$ cat src/rtl/keyed_slot_pool_allocator_macros.svh
// assertion macros for the keyed slot pool allocator
// no dependencies; taken in by the rtl files that carry assertions
`ifndef KEYED_SLOT_POOL_ALLOCATOR_MACROS_SVH
`define KEYED_SLOT_POOL_ALLOCATOR_MACROS_SVH

// condition implies consequence in the same cycle
`define KSPA_ASSERT_SAME(label, clk, rst, ante, cons, msg) \
   label: assert property (@(posedge clk) disable iff (rst) (ante) |-> (cons)) \
      else $error(msg);

// condition implies consequence in the next cycle
`define KSPA_ASSERT_NEXT(label, clk, rst, ante, cons, msg) \
   label: assert property (@(posedge clk) disable iff (rst) (ante) |=> (cons)) \
      else $error(msg);

`endif

$ cat src/rtl/kspa_pkg.sv
// shared constants for the keyed slot pool allocator
// no dependencies
`default_nettype none

package kspa_pkg;

   // pool geometry
   localparam int POOL_SLOTS = 64;
   localparam int IDX_W      = $clog2(POOL_SLOTS);
   localparam int COUNT_W    = $clog2(POOL_SLOTS + 1);

   // item field widths
   localparam int OP_W     = 3;
   localparam int KEY_W    = 64;
   localparam int SLOT_IN_W = 7;
   localparam int STATUS_W = 2;
   localparam int SLOT_W   = 6;

   // operation codes
   localparam logic [OP_W-1:0] OP_ALLOC      = 3'd0;
   localparam logic [OP_W-1:0] OP_FREE       = 3'd1;
   localparam logic [OP_W-1:0] OP_FIND       = 3'd2;
   localparam logic [OP_W-1:0] OP_GET_CREATE = 3'd3;
   localparam logic [OP_W-1:0] OP_CLEAR      = 3'd4;

   // result status codes
   localparam logic [STATUS_W-1:0] ST_OK    = 2'd0;
   localparam logic [STATUS_W-1:0] ST_MISS  = 2'd1;
   localparam logic [STATUS_W-1:0] ST_RANGE = 2'd2;

endpackage

`default_nettype wire

$ cat src/rtl/keyed_slot_pool_allocator.sv
// keyed slot pool allocator: used bits, key memory and scan sequencer
// depends on kspa_pkg and keyed_slot_pool_allocator_macros.svh
`default_nettype none

// The pool holds 64 slots, each with a used bit and a 64-bit key. One item is
// handled at a time: req_stall is high from acceptance until the result has been
// loaded into the output register, and a new item may be taken while that result
// still waits on rsp_stall. Free, clear and unused operation codes go from
// acceptance straight to the done state without a scan. Allocate, find and
// get-or-create walk the slots in order through one key compare fed by the key
// memory's single read port, one slot per cycle; an item stops at the slot that
// settles it, and a find or get-or-create that misses walks every slot. The key
// memory needs no clearing pass: only keys of used slots are ever compared, and
// each is written when its slot is claimed.

`include "keyed_slot_pool_allocator_macros.svh"

module keyed_slot_pool_allocator (
   input  wire logic                               clock,
   input  wire logic                               reset,
   // request channel
   input  wire logic                               req_valid,
   output logic                                    req_stall,
   input  wire logic [kspa_pkg::OP_W-1:0]          req_operation,
   input  wire logic [kspa_pkg::KEY_W-1:0]         req_key,
   input  wire logic [kspa_pkg::SLOT_IN_W-1:0]     req_slot_index,
   // response channel
   output logic                                    rsp_valid,
   input  wire logic                               rsp_stall,
   output logic [kspa_pkg::STATUS_W-1:0]           rsp_status,
   output logic [kspa_pkg::SLOT_W-1:0]             rsp_slot,
   output logic                                    rsp_created,
   output logic [kspa_pkg::COUNT_W-1:0]            rsp_used_count
);

   // sequencer states
   localparam logic [1:0] ST_IDLE = 2'd0;
   localparam logic [1:0] ST_SCAN = 2'd1;
   localparam logic [1:0] ST_DONE = 2'd2;

   logic [1:0]                        state_ff, state_in;
   logic [kspa_pkg::OP_W-1:0]         op_ff, op_in;
   logic [kspa_pkg::KEY_W-1:0]        key_ff, key_in;
   logic [kspa_pkg::SLOT_IN_W-1:0]    index_ff, index_in;
   logic [kspa_pkg::IDX_W-1:0]        scan_addr_ff, scan_addr_in;
   logic                              cmp_valid_ff, cmp_valid_in;
   logic [kspa_pkg::IDX_W-1:0]        cmp_slot_ff, cmp_slot_in;
   logic                              found_ff, found_in;
   logic [kspa_pkg::IDX_W-1:0]        found_slot_ff, found_slot_in;
   logic                              free_ok_ff, free_ok_in;
   logic [kspa_pkg::IDX_W-1:0]        free_slot_ff, free_slot_in;
   logic [kspa_pkg::POOL_SLOTS-1:0]   used_ff, used_in;
   logic [kspa_pkg::COUNT_W-1:0]      count_ff, count_in;

   logic                              rsp_valid_ff, rsp_valid_in;
   logic [kspa_pkg::STATUS_W-1:0]     rsp_status_ff, rsp_status_in;
   logic [kspa_pkg::SLOT_W-1:0]       rsp_slot_ff, rsp_slot_in;
   logic                              rsp_created_ff, rsp_created_in;

   // key memory ports
   logic [kspa_pkg::KEY_W-1:0]        key_mem [kspa_pkg::POOL_SLOTS];
   logic [kspa_pkg::KEY_W-1:0]        rd_key_ff;
   logic                              mem_we;
   logic [kspa_pkg::IDX_W-1:0]        mem_waddr;
   logic [kspa_pkg::KEY_W-1:0]        mem_wdata;

   // compare stage signals
   logic                              slot_used;
   logic                              slot_hit;
   logic                              scan_last;
   logic                              scan_stop;
   logic [kspa_pkg::IDX_W-1:0]        free_idx;
   logic                              out_free;

   assign req_stall        = (state_ff != ST_IDLE);
   assign rsp_valid        = rsp_valid_ff;
   assign rsp_status       = rsp_status_ff;
   assign rsp_slot         = rsp_slot_ff;
   assign rsp_created      = rsp_created_ff;
   assign rsp_used_count   = count_ff;

   // shared key compare on the slot read last cycle
   assign slot_used = used_ff[cmp_slot_ff];
   assign slot_hit  = slot_used && (rd_key_ff == key_ff);
   assign scan_last = (cmp_slot_ff == kspa_pkg::IDX_W'(kspa_pkg::POOL_SLOTS - 1));
   assign scan_stop = scan_last
                    || ((op_ff == kspa_pkg::OP_ALLOC) && !slot_used)
                    || ((op_ff != kspa_pkg::OP_ALLOC) && slot_hit);

   assign free_idx = index_ff[kspa_pkg::IDX_W-1:0];
   assign out_free = !rsp_valid_ff || !rsp_stall;

   // sequencer and pool update
   always_comb begin
      state_in       = state_ff;
      op_in          = op_ff;
      key_in         = key_ff;
      index_in       = index_ff;
      scan_addr_in   = scan_addr_ff;
      cmp_valid_in   = cmp_valid_ff;
      cmp_slot_in    = cmp_slot_ff;
      found_in       = found_ff;
      found_slot_in  = found_slot_ff;
      free_ok_in     = free_ok_ff;
      free_slot_in   = free_slot_ff;
      used_in        = used_ff;
      count_in       = count_ff;
      rsp_valid_in   = rsp_valid_ff;
      rsp_status_in  = rsp_status_ff;
      rsp_slot_in    = rsp_slot_ff;
      rsp_created_in = rsp_created_ff;
      mem_we         = 1'b0;
      mem_waddr      = free_slot_ff;
      mem_wdata      = '0;

      // result taken downstream
      if (rsp_valid_ff && !rsp_stall) begin
         rsp_valid_in = 1'b0;
      end

      case (state_ff)
         ST_IDLE: begin
            if (req_valid) begin
               op_in        = req_operation;
               key_in       = req_key;
               index_in     = req_slot_index;
               scan_addr_in = '0;
               cmp_valid_in = 1'b0;
               found_in     = 1'b0;
               free_ok_in   = 1'b0;
               if (req_operation inside {kspa_pkg::OP_ALLOC, kspa_pkg::OP_FIND,
                                         kspa_pkg::OP_GET_CREATE}) begin
                  state_in = ST_SCAN;
               end else begin
                  state_in = ST_DONE;
               end
            end
         end
         ST_SCAN: begin
            // issue one key read per cycle, compare it the cycle after
            scan_addr_in = scan_addr_ff + 1'b1;
            cmp_valid_in = 1'b1;
            cmp_slot_in  = scan_addr_ff;
            if (cmp_valid_ff) begin
               if (slot_hit && !found_ff) begin
                  found_in      = 1'b1;
                  found_slot_in = cmp_slot_ff;
               end
               if (!slot_used && !free_ok_ff) begin
                  free_ok_in   = 1'b1;
                  free_slot_in = cmp_slot_ff;
               end
               if (scan_stop) begin
                  state_in = ST_DONE;
               end
            end
         end
         ST_DONE: begin
            if (out_free) begin
               rsp_valid_in   = 1'b1;
               rsp_status_in  = kspa_pkg::ST_OK;
               rsp_slot_in    = '0;
               rsp_created_in = 1'b0;
               state_in       = ST_IDLE;
               case (op_ff)
                  kspa_pkg::OP_ALLOC: begin
                     if (free_ok_ff) begin
                        used_in[free_slot_ff] = 1'b1;
                        count_in       = count_ff + 1'b1;
                        mem_we         = 1'b1;
                        mem_wdata      = '0;
                        rsp_slot_in    = kspa_pkg::SLOT_W'(free_slot_ff);
                        rsp_created_in = 1'b1;
                     end else begin
                        rsp_status_in = kspa_pkg::ST_MISS;
                     end
                  end
                  kspa_pkg::OP_FREE: begin
                     if ({1'b0, index_ff} >= (kspa_pkg::SLOT_IN_W + 1)'(kspa_pkg::POOL_SLOTS))
                     begin
                        rsp_status_in = kspa_pkg::ST_RANGE;
                     end else begin
                        if (used_ff[free_idx]) begin
                           count_in = count_ff - 1'b1;
                        end
                        used_in[free_idx] = 1'b0;
                        rsp_slot_in = kspa_pkg::SLOT_W'(free_idx);
                     end
                  end
                  kspa_pkg::OP_FIND: begin
                     if (found_ff) begin
                        rsp_slot_in = kspa_pkg::SLOT_W'(found_slot_ff);
                     end else begin
                        rsp_status_in = kspa_pkg::ST_MISS;
                     end
                  end
                  kspa_pkg::OP_GET_CREATE: begin
                     if (found_ff) begin
                        rsp_slot_in = kspa_pkg::SLOT_W'(found_slot_ff);
                     end else if (free_ok_ff) begin
                        used_in[free_slot_ff] = 1'b1;
                        count_in       = count_ff + 1'b1;
                        mem_we         = 1'b1;
                        mem_wdata      = key_ff;
                        rsp_slot_in    = kspa_pkg::SLOT_W'(free_slot_ff);
                        rsp_created_in = 1'b1;
                     end else begin
                        rsp_status_in = kspa_pkg::ST_MISS;
                     end
                  end
                  kspa_pkg::OP_CLEAR: begin
                     used_in  = '0;
                     count_in = '0;
                  end
                  default: begin
                  end
               endcase
            end
         end
         default: begin
            state_in = ST_IDLE;
         end
      endcase
   end

   // control registers
   always_ff @(posedge clock) begin
      if (reset) begin
         state_ff     <= ST_IDLE;
         cmp_valid_ff <= 1'b0;
         found_ff     <= 1'b0;
         free_ok_ff   <= 1'b0;
         used_ff      <= '0;
         count_ff     <= '0;
         rsp_valid_ff <= 1'b0;
      end else begin
         state_ff     <= state_in;
         cmp_valid_ff <= cmp_valid_in;
         found_ff     <= found_in;
         free_ok_ff   <= free_ok_in;
         used_ff      <= used_in;
         count_ff     <= count_in;
         rsp_valid_ff <= rsp_valid_in;
      end
   end

   // payload registers
   always_ff @(posedge clock) begin
      op_ff          <= op_in;
      key_ff         <= key_in;
      index_ff       <= index_in;
      scan_addr_ff   <= scan_addr_in;
      cmp_slot_ff    <= cmp_slot_in;
      found_slot_ff  <= found_slot_in;
      free_slot_ff   <= free_slot_in;
      rsp_status_ff  <= rsp_status_in;
      rsp_slot_ff    <= rsp_slot_in;
      rsp_created_ff <= rsp_created_in;
   end

   // key memory: one write port, one registered read port
   always_ff @(posedge clock) begin
      if (mem_we) begin
         key_mem[mem_waddr] <= mem_wdata;
      end
      rd_key_ff <= key_mem[scan_addr_ff];
   end

   // checks
   `KSPA_ASSERT_SAME(a_count_matches_used, clock, reset, 1'b1,
      $countones(used_ff) == 32'(count_ff), "used count differs from used bits")
   `KSPA_ASSERT_SAME(a_created_is_ok, clock, reset, rsp_valid_ff && rsp_created_ff,
      rsp_status_ff == kspa_pkg::ST_OK, "created item carries a failing status")
   `KSPA_ASSERT_SAME(a_fail_slot_zero, clock, reset,
      rsp_valid_ff && (rsp_status_ff != kspa_pkg::ST_OK),
      rsp_slot_ff == '0, "failing item carries a nonzero slot")
   `KSPA_ASSERT_NEXT(a_done_delivers, clock, reset, (state_ff == ST_DONE) && out_free,
      rsp_valid_ff && (state_ff == ST_IDLE), "finished item not loaded into output")

endmodule

`default_nettype wire

$ cat config.mk
export PLATFORM = sky130hd
export DESIGN_NAME = keyed_slot_pool_allocator
export DESIGN_NICKNAME = d
export VERILOG_FILES = /design/src/rtl/kspa_pkg.sv /design/src/rtl/keyed_slot_pool_allocator.sv
export VERILOG_INCLUDE_DIRS = /design/src /design/src/rtl
export SDC_FILE = /design/constraint.sdc
export NUM_CORES = 2
export LEC_CHECK = 0
export BUFFER_PORTS_ARGS = -buffer_cell sky130_fd_sc_hd__buf_2
export CORE_ASPECT_RATIO = 1.5
export CORE_MARGIN = 3
export CORE_UTILIZATION = 44
export CTS_BUF_LIST = sky130_fd_sc_hd__clkbuf_8
export CTS_CLUSTER_DIAMETER = 40
export CTS_CLUSTER_SIZE = 8
export DETAILED_ROUTE_END_ITERATION = 10
export SLEW_MARGIN = 40
export SYNTH_ARGS = -nofsm -noshare
export SYNTH_HDL_FRONTEND = slang
export SYNTH_SLANG_ARGS = --single-unit
$ cat constraint.sdc
create_clock -name clock -period 6.9 [get_ports clock]
set_clock_uncertainty 0.2 [all_clocks]
set_input_delay 0.345 -clock clock [delete_from_list [all_inputs] [get_ports clock]]
set_output_delay 0.345 -clock clock [all_outputs]
set_load 0.01 [all_outputs]
==> summary.md <==
| Metric | Value |
|---|---|
| Hold WS | `between 0.1 and 0.15 ns` |
| Synth Area per Inst | `between 20 and 25 um^2` |
| Fin cells | `13022` |
| Yosys reg bits | `approximately 4300` |
| Routed wire length | `roughly 450 mm` |
| Number of enable flip-flop cells after synthesis | `around 4200` |
| Post-route DRC | `0` |
| Clk slew on worst S/H paths | `around 0.06 ns` |
| Post-synthesis sequential area ratio | `0.780` |
| Initial DRC Count | `9562` |
| Dpl ws | `roughly 2.3 ns` |
| Outcome | `finished clean` |
| RR Endpoint | `key_mem[1][11]$_DFFE_PP_` |
| Worst-case reg-to-reg path depth | `7` |
| Slew @ Worst Pin | `approximately 0.97 ns` |
| Synth top area share | `0.763` |
| Site Rows | `between 200 and 300` |
| Adder-cell share of the synthesized area | `0.000575` |
| Routed len/inst | `between 30 and 40 um` |
| Gr ovfl total | `0` |
| CTS Buf Count | `642` |
| Worst-skew pair later-pin latency | `1.10 ns` |
| Worst min path class | `input pin to flop` |
| Lkg Pwr | `69.3 nW` |
| Global-route wire length before repair | `633 mm` |
| Drt pass-1 iters | `8` |
| Antenna-violating nets left | `0` |
| Top FF cell, synth | `edfxtp_1` |
| Tcrit/Tclk final | `0.688` |
| Antenna violations before repair | `20` |
| H-tree Lvls | `6` |
| RR Startpoint | `op_ff[1]$_DFFE_PP_` |
| Crit end category | `flop` |
| Dominant cell type by area after synthesis | `edfxtp_1` |
| Die area | `384000 um^2` |
| Routability congestion estimate from global placement | `~0.84` |
| Clock Tree Buf Depth | `4` |
| Inst Count DP | `~12000` |
| Post-layout minimum cycle time | `approximately 4.7 ns` |
| Pwr Density | `282 nW/um^2` |
| Vias per inst | `approximately 6.1` |
| Kind of critical path | `flop to flop` |
| Starting density of the core | `0.442` |
| VDD IR max | `approximately 220 uV` |
| Syn. warnings | `0` |
| Most frequent cells in the layout | `edfxtp_1, mux4_2, clkbuf_8` |
| Post-Syn Nets | `slightly below 7000` |
| PortBufs | `95` |
| Worst Setup Start Kind | `flop` |
| Ports | `96` |
| Vias in the first global route | `between 80000 and 90000` |
| Syn Inst Count | `between 6000 and 7000` |
| Mux share of post-synthesis cell area | `0.187` |
| FF-to-FF setup slack | `between 2 and 2.5 ns` |
| Die Y | `between 700 and 800 um` |
| Pin count of the biggest net entering global routing | `96` |
| WHS Endpoint | `rsp_status[1]$_DFFE_PP_` |
| Post-CTS Resized | `0` |
| Critical path arrival | `between 5 and 6 ns` |
| Final hold vios | `0` |
| Compound-Gate Fraction of Synth Area | `0.00912` |
| Finish-stage setup viols | `0` |
| Synthesized area | `166000 um^2` |
| Worst slew margin | `0.346` |
| Gr usage total | `0.234` |
| Clock Sinks | `roughly 4300` |
| Hold Path Stages | `4` |
| Nets | `7766` |
| Area growth from synthesis to layout | `13.4%` |
| CP Max Fanout | `28` |
| Setup TNS | `0 ns` |
| Max-Cap Viols | `0` |
| Setup WS post-layout | `about 2.2 ns` |
| Vias post-DR | `about 80000` |
| Netlist cell types | `63` |
| Post-DP HPWL | `245 mm` |
| Hold_sp | `rsp_stall` |
| Layout cell share with drive strength beyond 1 | `0.330` |
| RSZ-0062 raised after global routing | `no` |
| CTS tree | `built` |
| Core area | `374000 um^2` |
| Fmax | `between 200 and 250 MHz` |
| Die width | `roughly 510 um` |
| Required @ worst endpoint | `7.41 ns` |
| FFs w/ async S/R, synth | `0` |
| Clock root buffer | `clkbuf_8` |
| Largest family of logic cells by synthesized area | `multiplexers` |
| Commonest non-fill, non-tap cell in the layout | `edfxtp_1` |
| Synth Area in Simple Gates | `0.0106` |
| XOR/XNOR Fraction of Synth Area | `0.00386` |
| Largest cells by area after synthesis | `edfxtp_1, mux4_2, dfxtp_1` |
| Slew Limit Fails | `0` |
## flip-flops by register name, indices dropped and copies added (netlist names), 7 cells and up
| register | cells |
|---|---|
| rd_key_ff | 64 |
| key_mem | 4096 |
| used_ff | 64 |
| key_ff | 64 |
| rsp_used_count | 7 |
| index_ff | 7 |
## critical path, stage by stage (launching register included)
cell      delay (ns)
edfxtp_1        0.52
nor2_1          0.38
a21oi_1         0.11
nor3b_2         0.62
and3b_1         0.40
nand2_1         0.53
nor2_4          0.86
buf_4           0.59
## synthesized netlist by cell type, drive strengths merged (3+ instances only)
library cell / number
a21oi: 140
a221oi: 7
a222oi: 5
a22oi: 6
and2: 70
and3: 3
and3b: 4
buf: 119
clkbuf: 242
dfxtp: 141
edfxtp: 4203
ha: 6
inv: 18
mux2: 13
mux2i: 8
mux4: 1366
nand2: 83
nand2b: 15
nand3: 11
nand3b: 3
nand4: 7
nor2: 115
nor2b: 9
nor3: 9
nor3b: 4
nor4: 17
o21a: 9
o21ai: 70
o221ai: 3
or3b: 4
xnor2: 6
xor2: 67
## stage by stage
| step | util | power (mW) | area, um^2 |
|---|---|---|---|
| 2_1_floorplan | - | 32.9 | 166000 |
| 3_3_place_gp | 0.466 | 34.6 | 174000 |
| 3_5_place_dp | 0.468 | 34.7 | 175000 |
| 4_1_cts | 0.501 | 53.4 | 188000 |
| 5_1_grt | 0.501 | 54.8 | 188000 |
| 6_report | 0.501 | 52.9 | 188000 |
## report_power, final
part	total [mW]	leakage [nW]	switching, mW	internal, mW
Clock	18.8	6.46	9.58	9.20
Combinational	5.31	13.1	3.18	2.13
Sequential	28.8	49.8	0.163	28.6
## worst max path at each step
stage / startpoint / to / slack (ns)
2_1_floorplan: state_ff[0]$_SDFFE_PP0P_ / key_mem[54][0]$_DFFE_PP_ / 1.73
3_3_place_gp: op_ff[1]$_DFFE_PP_ / key_mem[22][53]$_DFFE_PP_ / 2.04
3_5_place_dp: op_ff[1]$_DFFE_PP_ / key_mem[1][13]$_DFFE_PP_ / 2.30
4_1_cts: op_ff[1]$_DFFE_PP_ / key_mem[1][56]$_DFFE_PP_ / 2.27
5_1_grt: op_ff[1]$_DFFE_PP_ / key_mem[1][58]$_DFFE_PP_ / 2.08
6_report: op_ff[1]$_DFFE_PP_ / key_mem[1][11]$_DFFE_PP_ / 2.15
## cells by family after synthesis
logic type | count (synthesis)
multiplexers | 1387
AND/OR/NAND/NOR | 357
adder cells (fa/ha/maj) | 7
XOR/XNOR | 73
flip-flops | 4344
AO/OA/AOI/OAI | 264
buffers and inverters | 380
## area by class of cell
type	instances	area, um^2
fillers	29593	187000
repair buffers	586	5740
clock inverters	323	1680
clock buffers	672	9250
diodes	4	10.0
inverters	19	71.3
well taps	4986	6240
flip-flops and latches	4344	129000
multi-input cells	2088	35700
## repair_timing
action                                 CTS  global route
endpoints found under the hold margin  202             0
hold buffers                           155             0
setup buffers                            0             0
## layer usage
layer | part of all wire | track usage | vias to the layer above
met2 | 0.52 | 0.402 | 3620
met1 | 0.38 | 0.304 | 43664
met3 | 0.070 | 0.0368 | 835
li1 | - | - | 31033
met4 | 0.035 | 0.0784 | 8
met5 | 0.00012 | 0 | -
No activity file was read; power rests on OpenSTA's default activity.
